### src/sv/stfid_pkg.sv
// Package for the sorted key/value table: widths, operation and status codes,
// sequencer state type and parameter defaults.
// No dependencies.
`default_nettype none

package stfid_pkg;

  // parameter defaults
  localparam int DEPTH_DEF   = 64;
  localparam int KEY_W_DEF   = 32;
  localparam int VALUE_W_DEF = 32;

  // fixed port widths
  localparam int OP_W     = 2;
  localparam int KEY_PW   = 32;
  localparam int VALUE_PW = 32;
  localparam int STATUS_W = 3;
  localparam int POS_W    = 7;
  localparam int CAP_W    = 7;
  localparam int EXT_W    = 64;

  localparam logic [CAP_W-1:0] CAP_RESET = 7'd64;

  // operation codes
  typedef enum logic [OP_W-1:0] {
    OP_FIND   = 2'd0,
    OP_INSERT = 2'd1,
    OP_DELETE = 2'd2
  } op_t;

  // result status codes
  typedef enum logic [STATUS_W-1:0] {
    STAT_OK     = 3'd0,
    STAT_FULL   = 3'd1,
    STAT_DUP    = 3'd2,
    STAT_EMPTY  = 3'd3,
    STAT_ABSENT = 3'd4
  } status_t;

  // sequencer states
  typedef enum logic [3:0] {
    S_IDLE,
    S_SRCH_RD,
    S_SRCH_CMP,
    S_HIT_CMP,
    S_EVAL,
    S_UP_RD,
    S_UP_WR,
    S_WR_NEW,
    S_DN_RD,
    S_DN_WR,
    S_FINISH
  } state_t;

endpackage

`default_nettype wire

### src/sv/sorted_table_find_insert_delete.sv
// Sequence: a find runs a binary search, each step reading and then comparing the midpoint
// key, then checks the slot found for a hit, decides and loads the result register; insert
// also moves each record above the slot up one and writes the new record, delete moves them down one.
// Throughput: one item at a time; in_ready is high only while the sequencer is idle.
// Reset: synchronous active low; clears count, sequencer and out_valid, capacity to 64;
// the record RAM is not cleared: only slots below the record count are ever read.
`default_nettype none

module sorted_table_find_insert_delete
  import stfid_pkg::*;
#(
  parameter int DEPTH   = DEPTH_DEF,
  parameter int KEY_W   = KEY_W_DEF,
  parameter int VALUE_W = VALUE_W_DEF
) (
  input  wire logic                clk,
  input  wire logic                rst_n,
  // request channel
  input  wire logic                in_valid,
  output logic                     in_ready,
  input  wire logic [OP_W-1:0]     in_op,
  input  wire logic [KEY_PW-1:0]   in_key,
  input  wire logic [VALUE_PW-1:0] in_value,
  // result channel
  output logic                     out_valid,
  input  wire logic                out_ready,
  output logic [STATUS_W-1:0]      out_status,
  output logic                     out_found,
  output logic [POS_W-1:0]         out_position,
  output logic [POS_W-1:0]         out_record_count,
  // capacity register write
  input  wire logic                cfg_valid,
  output logic                     cfg_ready,
  input  wire logic [CAP_W-1:0]    cfg_capacity
);

  localparam int AW = $clog2(DEPTH);
  localparam int CW = $clog2(DEPTH + 1);
  localparam int DW = KEY_W + VALUE_W;
  localparam logic [CW-1:0] DEPTH_C = CW'(DEPTH);

  state_t               state_r, state_nxt;
  op_t                  op_r, op_nxt;
  status_t              stat_r, stat_nxt;
  logic [KEY_W-1:0]     key_r, key_nxt;
  logic [VALUE_W-1:0]   value_r, value_nxt;
  logic [CW-1:0]        lo_r, lo_nxt;
  logic [CW-1:0]        hi_r, hi_nxt;
  logic [CW-1:0]        mid_r, mid_nxt;
  logic [CW-1:0]        idx_r, idx_nxt;
  logic [CW-1:0]        used_r, used_nxt;
  logic                 hit_r, hit_nxt;
  logic [CAP_W-1:0]     cap_r;
  logic                 out_valid_r, out_valid_nxt;
  status_t              out_status_r, out_status_nxt;
  logic                 out_found_r, out_found_nxt;
  logic [POS_W-1:0]     out_pos_r, out_pos_nxt;
  logic [POS_W-1:0]     out_cnt_r, out_cnt_nxt;

  logic                 ram_we;
  logic [AW-1:0]        ram_waddr;
  logic [DW-1:0]        ram_wdata;
  logic [AW-1:0]        ram_raddr;
  logic [DW-1:0]        ram_rdata;
  logic [KEY_W-1:0]     rd_key;

  logic [EXT_W-1:0]     key_ext;
  logic [EXT_W-1:0]     value_ext;
  logic [31:0]          cap_wide;
  logic [31:0]          lo_wide;
  logic [31:0]          used_wide;
  logic [CW-1:0]        cap_eff;
  logic [CW-1:0]        mid_calc;
  logic [CW-1:0]        lo_step;

  // record RAM: key in the upper bits, value in the lower bits
  stfid_ram #(
    .WIDTH (DW),
    .DEPTH (DEPTH)
  ) u_ram (
    .clk   (clk),
    .we    (ram_we),
    .waddr (ram_waddr),
    .wdata (ram_wdata),
    .raddr (ram_raddr),
    .rdata (ram_rdata)
  );

  assign rd_key = ram_rdata[DW-1:VALUE_W];

  // input fields reduced to the stored widths
  assign key_ext   = {{(EXT_W-KEY_PW){1'b0}}, in_key};
  assign value_ext = {{(EXT_W-VALUE_PW){1'b0}}, in_value};

  // effective capacity, limited to the table depth
  assign cap_wide = 32'(cap_r);
  assign cap_eff  = (cap_wide > 32'(DEPTH)) ? DEPTH_C : cap_wide[CW-1:0];

  // resized counters for the result fields
  assign lo_wide   = 32'(lo_r);
  assign used_wide = 32'(used_r);

  // binary search midpoint and next lower bound
  assign mid_calc = lo_r + ((hi_r - lo_r) >> 1);
  assign lo_step  = mid_r + 1'b1;

  // capacity register
  always_ff @(posedge clk) begin
    if (!rst_n) begin
      cap_r <= CAP_RESET;
    end else if (cfg_valid && cfg_ready) begin
      cap_r <= cfg_capacity;
    end
  end

  assign cfg_ready = 1'b1;

  // sequencer and working registers
  always_ff @(posedge clk) begin
    if (!rst_n) begin
      state_r     <= S_IDLE;
      used_r      <= '0;
      lo_r        <= '0;
      hit_r       <= 1'b0;
      out_valid_r <= 1'b0;
    end else begin
      state_r     <= state_nxt;
      used_r      <= used_nxt;
      lo_r        <= lo_nxt;
      hit_r       <= hit_nxt;
      out_valid_r <= out_valid_nxt;
    end
  end

  // payload registers
  always_ff @(posedge clk) begin
    op_r         <= op_nxt;
    stat_r       <= stat_nxt;
    key_r        <= key_nxt;
    value_r      <= value_nxt;
    hi_r         <= hi_nxt;
    mid_r        <= mid_nxt;
    idx_r        <= idx_nxt;
    out_status_r <= out_status_nxt;
    out_found_r  <= out_found_nxt;
    out_pos_r    <= out_pos_nxt;
    out_cnt_r    <= out_cnt_nxt;
  end

  // next state and datapath control
  always_comb begin
    state_nxt      = state_r;
    op_nxt         = op_r;
    stat_nxt       = stat_r;
    key_nxt        = key_r;
    value_nxt      = value_r;
    lo_nxt         = lo_r;
    hi_nxt         = hi_r;
    mid_nxt        = mid_r;
    idx_nxt        = idx_r;
    used_nxt       = used_r;
    hit_nxt        = hit_r;
    out_valid_nxt  = out_valid_r & ~out_ready;
    out_status_nxt = out_status_r;
    out_found_nxt  = out_found_r;
    out_pos_nxt    = out_pos_r;
    out_cnt_nxt    = out_cnt_r;
    ram_we         = 1'b0;
    ram_waddr      = '0;
    ram_wdata      = '0;
    ram_raddr      = '0;
    in_ready       = 1'b0;

    unique case (state_r)
      S_IDLE: begin
        in_ready = 1'b1;
        if (in_valid) begin
          key_nxt   = key_ext[KEY_W-1:0];
          value_nxt = value_ext[VALUE_W-1:0];
          lo_nxt    = '0;
          hi_nxt    = used_r;
          hit_nxt   = 1'b0;
          case (in_op)
            OP_INSERT: op_nxt = OP_INSERT;
            OP_DELETE: op_nxt = OP_DELETE;
            default:   op_nxt = OP_FIND;
          endcase
          // refusals that need no search
          if (op_nxt == OP_INSERT && used_r >= cap_eff) begin
            stat_nxt  = STAT_FULL;
            state_nxt = S_FINISH;
          end else if (op_nxt == OP_DELETE && used_r == '0) begin
            stat_nxt  = STAT_EMPTY;
            state_nxt = S_FINISH;
          end else if (used_r == '0) begin
            state_nxt = S_EVAL;
          end else begin
            state_nxt = S_SRCH_RD;
          end
        end
      end

      // issue the read of the midpoint key
      S_SRCH_RD: begin
        mid_nxt   = mid_calc;
        ram_raddr = mid_calc[AW-1:0];
        state_nxt = S_SRCH_CMP;
      end

      // narrow the range; when it closes, read the slot found if it holds a record
      S_SRCH_CMP: begin
        if (rd_key < key_r) begin
          lo_nxt = lo_step;
        end else begin
          hi_nxt = mid_r;
        end
        if (lo_nxt < hi_nxt) begin
          state_nxt = S_SRCH_RD;
        end else if (lo_nxt < used_r) begin
          ram_raddr = lo_nxt[AW-1:0];
          state_nxt = S_HIT_CMP;
        end else begin
          state_nxt = S_EVAL;
        end
      end

      S_HIT_CMP: begin
        hit_nxt   = (rd_key == key_r);
        state_nxt = S_EVAL;
      end

      // decide what the operation does with the search result
      S_EVAL: begin
        unique case (op_r)
          OP_INSERT: begin
            if (hit_r) begin
              stat_nxt  = STAT_DUP;
              state_nxt = S_FINISH;
            end else begin
              idx_nxt   = used_r;
              state_nxt = (used_r > lo_r) ? S_UP_RD : S_WR_NEW;
            end
          end
          OP_DELETE: begin
            if (!hit_r) begin
              stat_nxt  = STAT_ABSENT;
              state_nxt = S_FINISH;
            end else if (lo_r + 1'b1 < used_r) begin
              idx_nxt   = lo_r;
              state_nxt = S_DN_RD;
            end else begin
              used_nxt  = used_r - 1'b1;
              stat_nxt  = STAT_OK;
              state_nxt = S_FINISH;
            end
          end
          default: begin
            stat_nxt  = hit_r ? STAT_OK : STAT_ABSENT;
            state_nxt = S_FINISH;
          end
        endcase
      end

      // open a gap: move records up one slot, highest first
      S_UP_RD: begin
        ram_raddr = idx_r[AW-1:0] - 1'b1;
        state_nxt = S_UP_WR;
      end

      S_UP_WR: begin
        ram_we    = 1'b1;
        ram_waddr = idx_r[AW-1:0];
        ram_wdata = ram_rdata;
        idx_nxt   = idx_r - 1'b1;
        state_nxt = (idx_nxt > lo_r) ? S_UP_RD : S_WR_NEW;
      end

      S_WR_NEW: begin
        ram_we    = 1'b1;
        ram_waddr = lo_r[AW-1:0];
        ram_wdata = {key_r, value_r};
        used_nxt  = used_r + 1'b1;
        stat_nxt  = STAT_OK;
        state_nxt = S_FINISH;
      end

      // close the gap: move records down one slot, lowest first
      S_DN_RD: begin
        ram_raddr = idx_r[AW-1:0] + 1'b1;
        state_nxt = S_DN_WR;
      end

      S_DN_WR: begin
        ram_we    = 1'b1;
        ram_waddr = idx_r[AW-1:0];
        ram_wdata = ram_rdata;
        idx_nxt   = idx_r + 1'b1;
        if (idx_r + 2'd2 < used_r) begin
          state_nxt = S_DN_RD;
        end else begin
          used_nxt  = used_r - 1'b1;
          stat_nxt  = STAT_OK;
          state_nxt = S_FINISH;
        end
      end

      // hand the result to the output register once it is free
      S_FINISH: begin
        if (!out_valid_r || out_ready) begin
          out_valid_nxt  = 1'b1;
          out_status_nxt = stat_r;
          if (stat_r == STAT_FULL || stat_r == STAT_EMPTY) begin
            out_found_nxt = 1'b0;
            out_pos_nxt   = '0;
          end else begin
            out_found_nxt = hit_r;
            out_pos_nxt   = lo_wide[POS_W-1:0];
          end
          out_cnt_nxt = used_wide[POS_W-1:0];
          state_nxt   = S_IDLE;
        end
      end

      default: begin
        state_nxt = S_IDLE;
      end
    endcase
  end

  // result ports
  assign out_valid        = out_valid_r;
  assign out_status       = out_status_r;
  assign out_found        = out_found_r;
  assign out_position     = out_pos_r;
  assign out_record_count = out_cnt_r;

endmodule

`default_nettype wire

### src/sv/stfid_ram.sv
// Generic single-port-write, single-port-read RAM with registered read data.
// No dependencies.
`default_nettype none

module stfid_ram #(
  parameter int WIDTH = 64,
  parameter int DEPTH = 64
) (
  input  wire logic                     clk,
  input  wire logic                     we,
  input  wire logic [$clog2(DEPTH)-1:0] waddr,
  input  wire logic [WIDTH-1:0]         wdata,
  input  wire logic [$clog2(DEPTH)-1:0] raddr,
  output logic      [WIDTH-1:0]         rdata
);

  logic [WIDTH-1:0] mem [DEPTH];

  // write port
  always_ff @(posedge clk) begin
    if (we) begin
      mem[waddr] <= wdata;
    end
  end

  // registered read port
  always_ff @(posedge clk) begin
    rdata <= mem[raddr];
  end

endmodule

`default_nettype wire

### config.mk
export PLATFORM = sky130hd
export DESIGN_NAME = sorted_table_find_insert_delete
export DESIGN_NICKNAME = d
export VERILOG_FILES = /design/src/sv/stfid_pkg.sv /design/src/sv/sorted_table_find_insert_delete.sv /design/src/sv/stfid_ram.sv
export SDC_FILE = /design/constraint.sdc
export NUM_CORES = 2
export LEC_CHECK = 0
export ABC_AREA = 1
export BUFFER_PORTS_ARGS = -buffer_cell sky130_fd_sc_hd__buf_2
export CORE_UTILIZATION = 40
export CTS_BUF_LIST = sky130_fd_sc_hd__clkbuf_8
export CTS_CLUSTER_SIZE = 24
export DETAILED_ROUTE_END_ITERATION = 10
export PLACE_DENSITY_LB_ADDON = 0.1
export SLEW_MARGIN = 20
export SYNTH_ARGS = -nofsm -noshare
export SYNTH_HDL_FRONTEND = slang
export SYNTH_SLANG_ARGS = --single-unit
### constraint.sdc
create_clock -name clk -period 8.3 [get_ports clk]
set_input_delay 0.415 -clock clk [delete_from_list [all_inputs] [get_ports clk]]
set_output_delay 0.415 -clock clk [all_outputs]
set_load 0.1 [all_outputs]
# --- Word level (Yosys, flattened, before mapping) ---
# Memory sizes are Yosys's and may differ from the RTL's. A register that Yosys moved wholly into a read port is not among the register bits.
# Cells that the tools add are included.
word_totals:
  register_bits: 135
  mem_bits_rw: 4096
  memories: 1
mem_list:
  columns: ["memory", "words", "word_bits", "read_ports", "rd_ports_with_merged_regs", "wr", "line_no", "source"]
  rows:
  - ["u_ram.mem", 64, 64, 1, 1, 1, "stfid_ram.sv:17", "logic [WIDTH-1:0] mem [DEPTH];"]
op_classes:
  n_addsub: 11
  magnitude_cmp: 9
  n_eq_ne: 32
  muxes: 60
  bitwise_logic: 2
  reduce_logical: 22
ops:
  columns: ["cell", "count"]
  rows:
  - ["$pmux W64 S2", 1]
  - ["$mux W7", 14]
  - ["$pmux W4 S11", 1]
  - ["$pmux W7 S2", 3]
  - ["$pmux W7 S3", 2]
  - ["$mux W3", 11]
  - ["$eq A32 B32 Y1", 1]
  - ["$lt A32 B32 Y1", 1]
  - ["$add A7 B1 Y7 const B", 4]
  - ["$lt A7 B7 Y1", 4]
  - ["$pmux W6 S4", 1]
  - ["$mux W4", 5]
  - ["$eq A4 B3 Y1 const B", 4]
  - ["$ne A3 B3 Y1 const B", 5]
  - ["$gt A7 B7 Y1", 2]
  - ["$mux W2", 7]
  - ["$sub A7 B1 Y7 const B", 2]
  - ["$eq A4 B4 Y1 const B", 3]
  - ["$mux W6", 2]
  - ["$ne A2 B2 Y1 const B", 6]
  - ["$pmux W3 S4", 1]
  - ["$pmux W6 S2", 1]
  - ["$reduce_and A2 Y1", 5]
  - ["$reduce_and A5 Y1", 2]
  - ["other kinds (33)", 48]

# --- Longest topological paths before layout ---
logic_depth:
  depth_word: 10
  ltp_mapped: 36
  depth_no_buf: 33

# --- Hierarchy ---
# A second synthesis with hierarchy kept.
unflattened:
  hier_cells: 14434
  hier_area_um2: 174356.0
by_module_without_submodules:
  columns: ["mod", "instances", "cells_per_inst", "area_per_inst_um2", "seq_area_each_um2"]
  rows:
  - ["stfid_ram", 1, 13405, 165343.6, 124279.2]
  - ["sorted_table_find_insert_delete", 1, 1029, 9012.4, 3783.6]

# --- Worst setup path after synthesis ---
# No wires, ideal clock.
synth_timing:
  kind: "reg2reg"
  start: "register state_r[3]"
  end: "register lo_r[0]"
  setup_ns: 0.115
  arrival_time_ns: 4.527
  t_required_ns: 8.185
  path_slack_ns: 3.658
  path_stages_with_launch: 10
  synth_period_minus_slack_ns: 4.642
  path_cell_list: "dfxtp_1 -> nor2_1 -> inv_1 -> nor2_1 -> inv_1 -> nor2_1 -> nor2_1 -> inv_1 -> nor2_1 -> o21a_1"
synth_via:
  elab_chain_cells: 3
synth_rtl:
  columns: ["item", "line_no", "source"]
  rows:
  - ["start: declaration", "sorted_table_find_insert_delete.sv:42", "state_t state_r, state_nxt;"]
  - ["start signal: assignment", "sorted_table_find_insert_delete.sv:127", "state_r <= state_nxt;"]
  - ["$eq A4 B2 Y1 or $logic_not A4 Y1 (tied branches)", "sorted_table_find_insert_delete.sv:174", "unique case (state_r)"]
  - ["$reduce_bool A2 Y1 (no line) or $ne A2 B2 Y1 (tied branches)", null, null]
  - ["$reduce_and A2 Y1 (no line)", null, null]
  - ["end signal: assignment", "sorted_table_find_insert_delete.sv:129", "lo_r <= lo_nxt;"]
  - ["end: declaration", "sorted_table_find_insert_delete.sv:47", "logic [CW-1:0] lo_r, lo_nxt;"]
# Several ways; a longest one is shown, not always the timed one.
# A chain may end at the register's enable or synchronous reset.

# --- Worst setup path after layout ---
layout_timing:
  start: "register key_r[31]"
  end: "register u_ram.rdata[51] (read register of u_ram.mem)"
layout_via:
  elab_chain_cells: 7
layout_rtl:
  columns: ["item", "line_no", "source"]
  rows:
  - ["start: declaration", "sorted_table_find_insert_delete.sv:45", "logic [KEY_W-1:0] key_r, key_nxt;"]
  - ["start signal: assignment", "sorted_table_find_insert_delete.sv:139", "key_r <= key_nxt;"]
  - ["$lt A32 B32 Y1 *", "sorted_table_find_insert_delete.sv:212", "if (rd_key < key_r) begin"]
  - ["$mux W7", "sorted_table_find_insert_delete.sv:212", null]
  - ["$mux W7", "sorted_table_find_insert_delete.sv:174", null]
  - ["$lt A7 B7 Y1", "sorted_table_find_insert_delete.sv:219", "end else if (lo_nxt < used_r) begin"]
  - ["$mux W6", "sorted_table_find_insert_delete.sv:219", null]
  - ["$mux W6 *", "sorted_table_find_insert_delete.sv:217", "if (lo_nxt < hi_nxt) begin"]
  - ["$pmux W6 S4 *", "sorted_table_find_insert_delete.sv:174", null]
  - ["end: declaration", "stfid_ram.sv:14", "output logic [WIDTH-1:0] rdata"]
# Mark *: on every way between the ends. The rest lies on a longest branch, timed or not. The select of a mux whose other input is x is not followed.

==> results.md <==
- Status: completed
- Layout Area Growth over Synthesis: 12.7%
- Count of different cell masters after synthesis: 49
- Synthesis warning total: 0
- Worst Hold Class: in -> reg
- Vias in the first global route: 64900
- Die Y: between 400 and 500 um
- I/O pin count: 99
- Tot GR Track Use: 23.7%
- Slew @ Worst Pin: 1210 ps
- Setup repair bufs after CTS: 0
- Leakage: 0.0442 uW
- Port bufs: between 60 and 70
- Synth Flop Type: edfxtp_1
- Site row count: 181
- Largest net degree at the start of global routing: 167
- Cells after Synth: slightly above 9000
- Startpoint types: flip-flop
- CP Class: reg -> reg
- Sw Ratio: 39.9%
- GPL Wtd Cong: 0.861
- Initial DRC Count: 5896
- Arr. time, crit path: ~7900 ps
- End of the worst register-to-register path: u_ram.rdata[51]
- Fin crit period: between 6000 and 7000 ps
- Vias: 67100
- Worst endpoint required time: 9260 ps
- Seq/Total Area, Yosys: 66.0%
- H-tree Lvls: 5
- Root Driver: clkbuf_8
- Number of synthesized flops with an enable pin: 2124
- NumNets Final: approximately 9500
- Worst R2R Path Depth: 27
- FFs w/ async S/R, synth: 0%
- Fillers: 22500
- Combinational power share: 35.8%
- Skew final: 66.5 ps
- Share of cells above drive strength 1: just under 9%
- Avg Inst Size Synth: between 10 and 15 um^2
- Die area: approximately 250000 um^2
- Max-cap violations: 0
- First-pass GRT wire length: 438 mm
- Yosys reg bits: 2183
- Sum of negative setup slack: 0 ps
- Fmax achieved: 144 MHz
- FF-to-FF setup slack: 1350 ps
- Worst-path clk slew: roughly 60 ps
- Slew HR: 19.2%
- Post-route cell area: 111000 um^2
- Grt total ovfl: 0
- Pint: 20400 uW
- Post-DP HPWL: 154 mm
- Worst reg2reg startpoint: key_r[31]
- Placed standard-cell area: between 100000 and 150000 um^2
- Final Hold Viols: 0
- Post-Syn Nets: around 9000
- Unrepaired setup endpoints after global routing: false
- Clk network pwr share: roughly 27%
- DR vias/cell: 5.25
- CTS buffer count: 393
- PnR Total Power: 34000 uW
- Net Sw Power: 13600 uW
- Initial antenna violation count: 8
- DRC violations left: 0
- Pre-Repair DR Iteration Count: 6
- Final period util: 83.7%
- Initial core utilization: 40.3%
- WL per Instance: roughly 23 um
- CTS Sinks: 2183
- CTS tree: built
- Cell Area, Synth: 98400 um^2
- Hold Path Sink: key_r[17]
- Crit path max fanout: between 80 and 90
- Remaining antenna violation count: 0
- Chip width: 498 um
- Placeable Area: 244000 um^2
- Fin. max-slew vios: 0
- Peak supply drop: 0.212 mV
- Worst skew pair latency: about 1100 ps
- Setup crit end kind: flip-flop
- PwrDens: 306 nW/um^2
- Hold Startpoint: in_key[17]
- Register share of total power: 37.3%
- Hold depth: 2
- Final WL: 298 mm
- Final setup viols: 0
- Max clock buf depth: 4
per-stage QoR:
stage | hold WS, ps | util [%] | std cells | worst slack [ps]
finish | 107 | 45.5 | 12800 | 1350
global route | 50.7 | 45.5 | 12800 | 903
CTS | 6.72 | 45.5 | 12800 | 1290
detailed placement | 453 | 42.2 | 12000 | 1320
global placement | 436 | 42.2 | 12000 | 1340
floorplan | 400 | - | 9082 | 3660
worst max-delay path by stage:
stage / end / start / depth (start not counted)
floorplan: lo_r[0] / state_r[3] / 9
global placement: u_ram.rdata[51] / key_r[31] / 27
detailed placement: u_ram.rdata[51] / key_r[31] / 27
CTS: u_ram.rdata[51] / key_r[31] / 27
global route: u_ram.rdata[58] / key_r[23] / 27
finish: u_ram.rdata[51] / key_r[31] / 27
power by group through the flow:
stage	Combinational, uW	Clock (uW)	Sequential (uW)
global placement	12100	0	12900
detailed placement	12100	0	12900
floorplan	7370	0	12800
finish	12200	9150	12700
CTS	12200	9380	12700
global route	13200	9840	12700
synthesized netlist by cell type (2+ instances only):
library cell	number	area, um^2
xor2_1	30	263
edfxtp_1	2124	63800
o21ai_1	3	15.0
a211oi_1	3	22.5
xnor2_1	7	61.3
a21oi_1	66	330
a21oi_4	2	32.5
nand3b_1	682	5120
o211ai_1	10	75.1
dfxtp_1	59	1180
nand3_1	2196	11000
buf_6	19	214
o31ai_1	2	15.0
o21ai_0	81	405
nor4_1	3	18.8
nor2_1	154	578
a21o_1	3	22.5
buf_4	29	218
nor3_1	14	70.1
buf_1	38	143
o21a_1	2	15.0
o22ai_1	6	37.5
nand2_2	4	25.0
o311ai_0	4	35.0
nand4_1	9	56.3
ha_1	107	1340
or2_2	2	12.5
fa_1	4	80.1
buf_2	229	1150
inv_2	3	11.3
clkbuf_1	242	908
inv_1	1484	5570
a221oi_1	2	17.5
mux2i_1	3	30.0
nand2_1	1442	5410
timing repair:
item,4_1_cts,5_1_grt
hold endpoints to repair,82,0
hold buffers,91,0
gates resized for setup,0,0
sequential cells by signal (all words and copies together), names as in the netlist, 3 cells and up:
signal	cells
state_r	4
out_position	7
key_r	32
stat_r	3
mid_r	7
u_ram.mem	2048
idx_r	7
cap_r	7
u_ram.rdata	32
used_r	7
lo_r	7
hi_r	7
out_record_count	7
out_status	3
cell usage in the layout (no fill, tap or decap), drive strengths merged, types with 9 or more instances in the layout:
master / netlist / final
o21ai: 84 / 84
nand4: 9 / 9
nand2: 1447 / 1447
dlygate4sd3: 0 / 91
dfxtp: 59 / 59
ha: 107 / 107
nand3b: 682 / 682
edfxtp: 2124 / 2124
nor2: 154 / 154
a21oi: 68 / 68
clkbuf: 242 / 411
inv: 1487 / 1618
buf: 315 / 261
clkinv: 1 / 140
nand3: 2196 / 2196
o211ai: 10 / 10
xor2: 30 / 30
nor3: 14 / 14
cell families (layout without fill, tap and decap cells):
| kind of cell | Yosys count | in the layout | share of synthesized area [%] |
|---|---|---|---|
| adders and majority gates | 111 | 111 | 1.44 |
| buffers and inverters | 2045 | 2530 | 8.35 |
| AOI/OAI and AO/OA | 193 | 193 | 1.12 |
| xor gates and xnor gates | 37 | 37 | 0.329 |
| DFF | 2183 | 2183 | 66.0 |
| muxes | 4 | 4 | 0.0420 |
| other | 1 | 8 | 0.00381 |
| and+or+nand+nor | 4508 | 4508 | 22.7 |
worst max-delay path, cell delays in order (launching register included):
cell and delay (ps):
edfxtp_1 360, inv_1 130, ha_1 330, nand2_1 70, nor2_1 180, nand2_1 100
nor2_1 450, nand2_2 220, nand2_2 360, mux2_2 380, inv_1 110, ha_1 250
nand2_1 90, inv_1 40, a221oi_1 270, inv_1 110, a21oi_4 240, nand3_4 430
nand2_8 690, buf_12 380, buf_12 360, nand2_1 100, nand3_1 90, nand3_1 150
nand3_1 200, nand3_1 210, nand3_1 190, nand2_1 60
final cells by class:
type / instances / area [um^2] / share of cell area, %
Clock buffer: 411 / 5660 / 5.10
Clock inverter: 279 / 1250 / 1.13
Multi-Input combinational cell: 4854 / 26100 / 23.6
Sequential cell: 2183 / 65000 / 58.6
Inverter: 1488 / 5620 / 5.06
Tap cell: 3202 / 4010 / 3.61
Timing Repair Buffer: 352 / 3260 / 2.94
Antenna cell: 7 / 17.5 / 0.0158
per-layer routing:
metal | wire, um | GRT usage, % | vias to the layer above
met4 | 6070 | 6.22 | 0
met2 | 140000 | 38.5 | 2015
met3 | 17500 | 3.66 | 424
met1 | 134000 | 32.9 | 33300
li1 | - | - | 31400
met5 | 0 | 0 | -
Power figures use the tool's default switching activity.
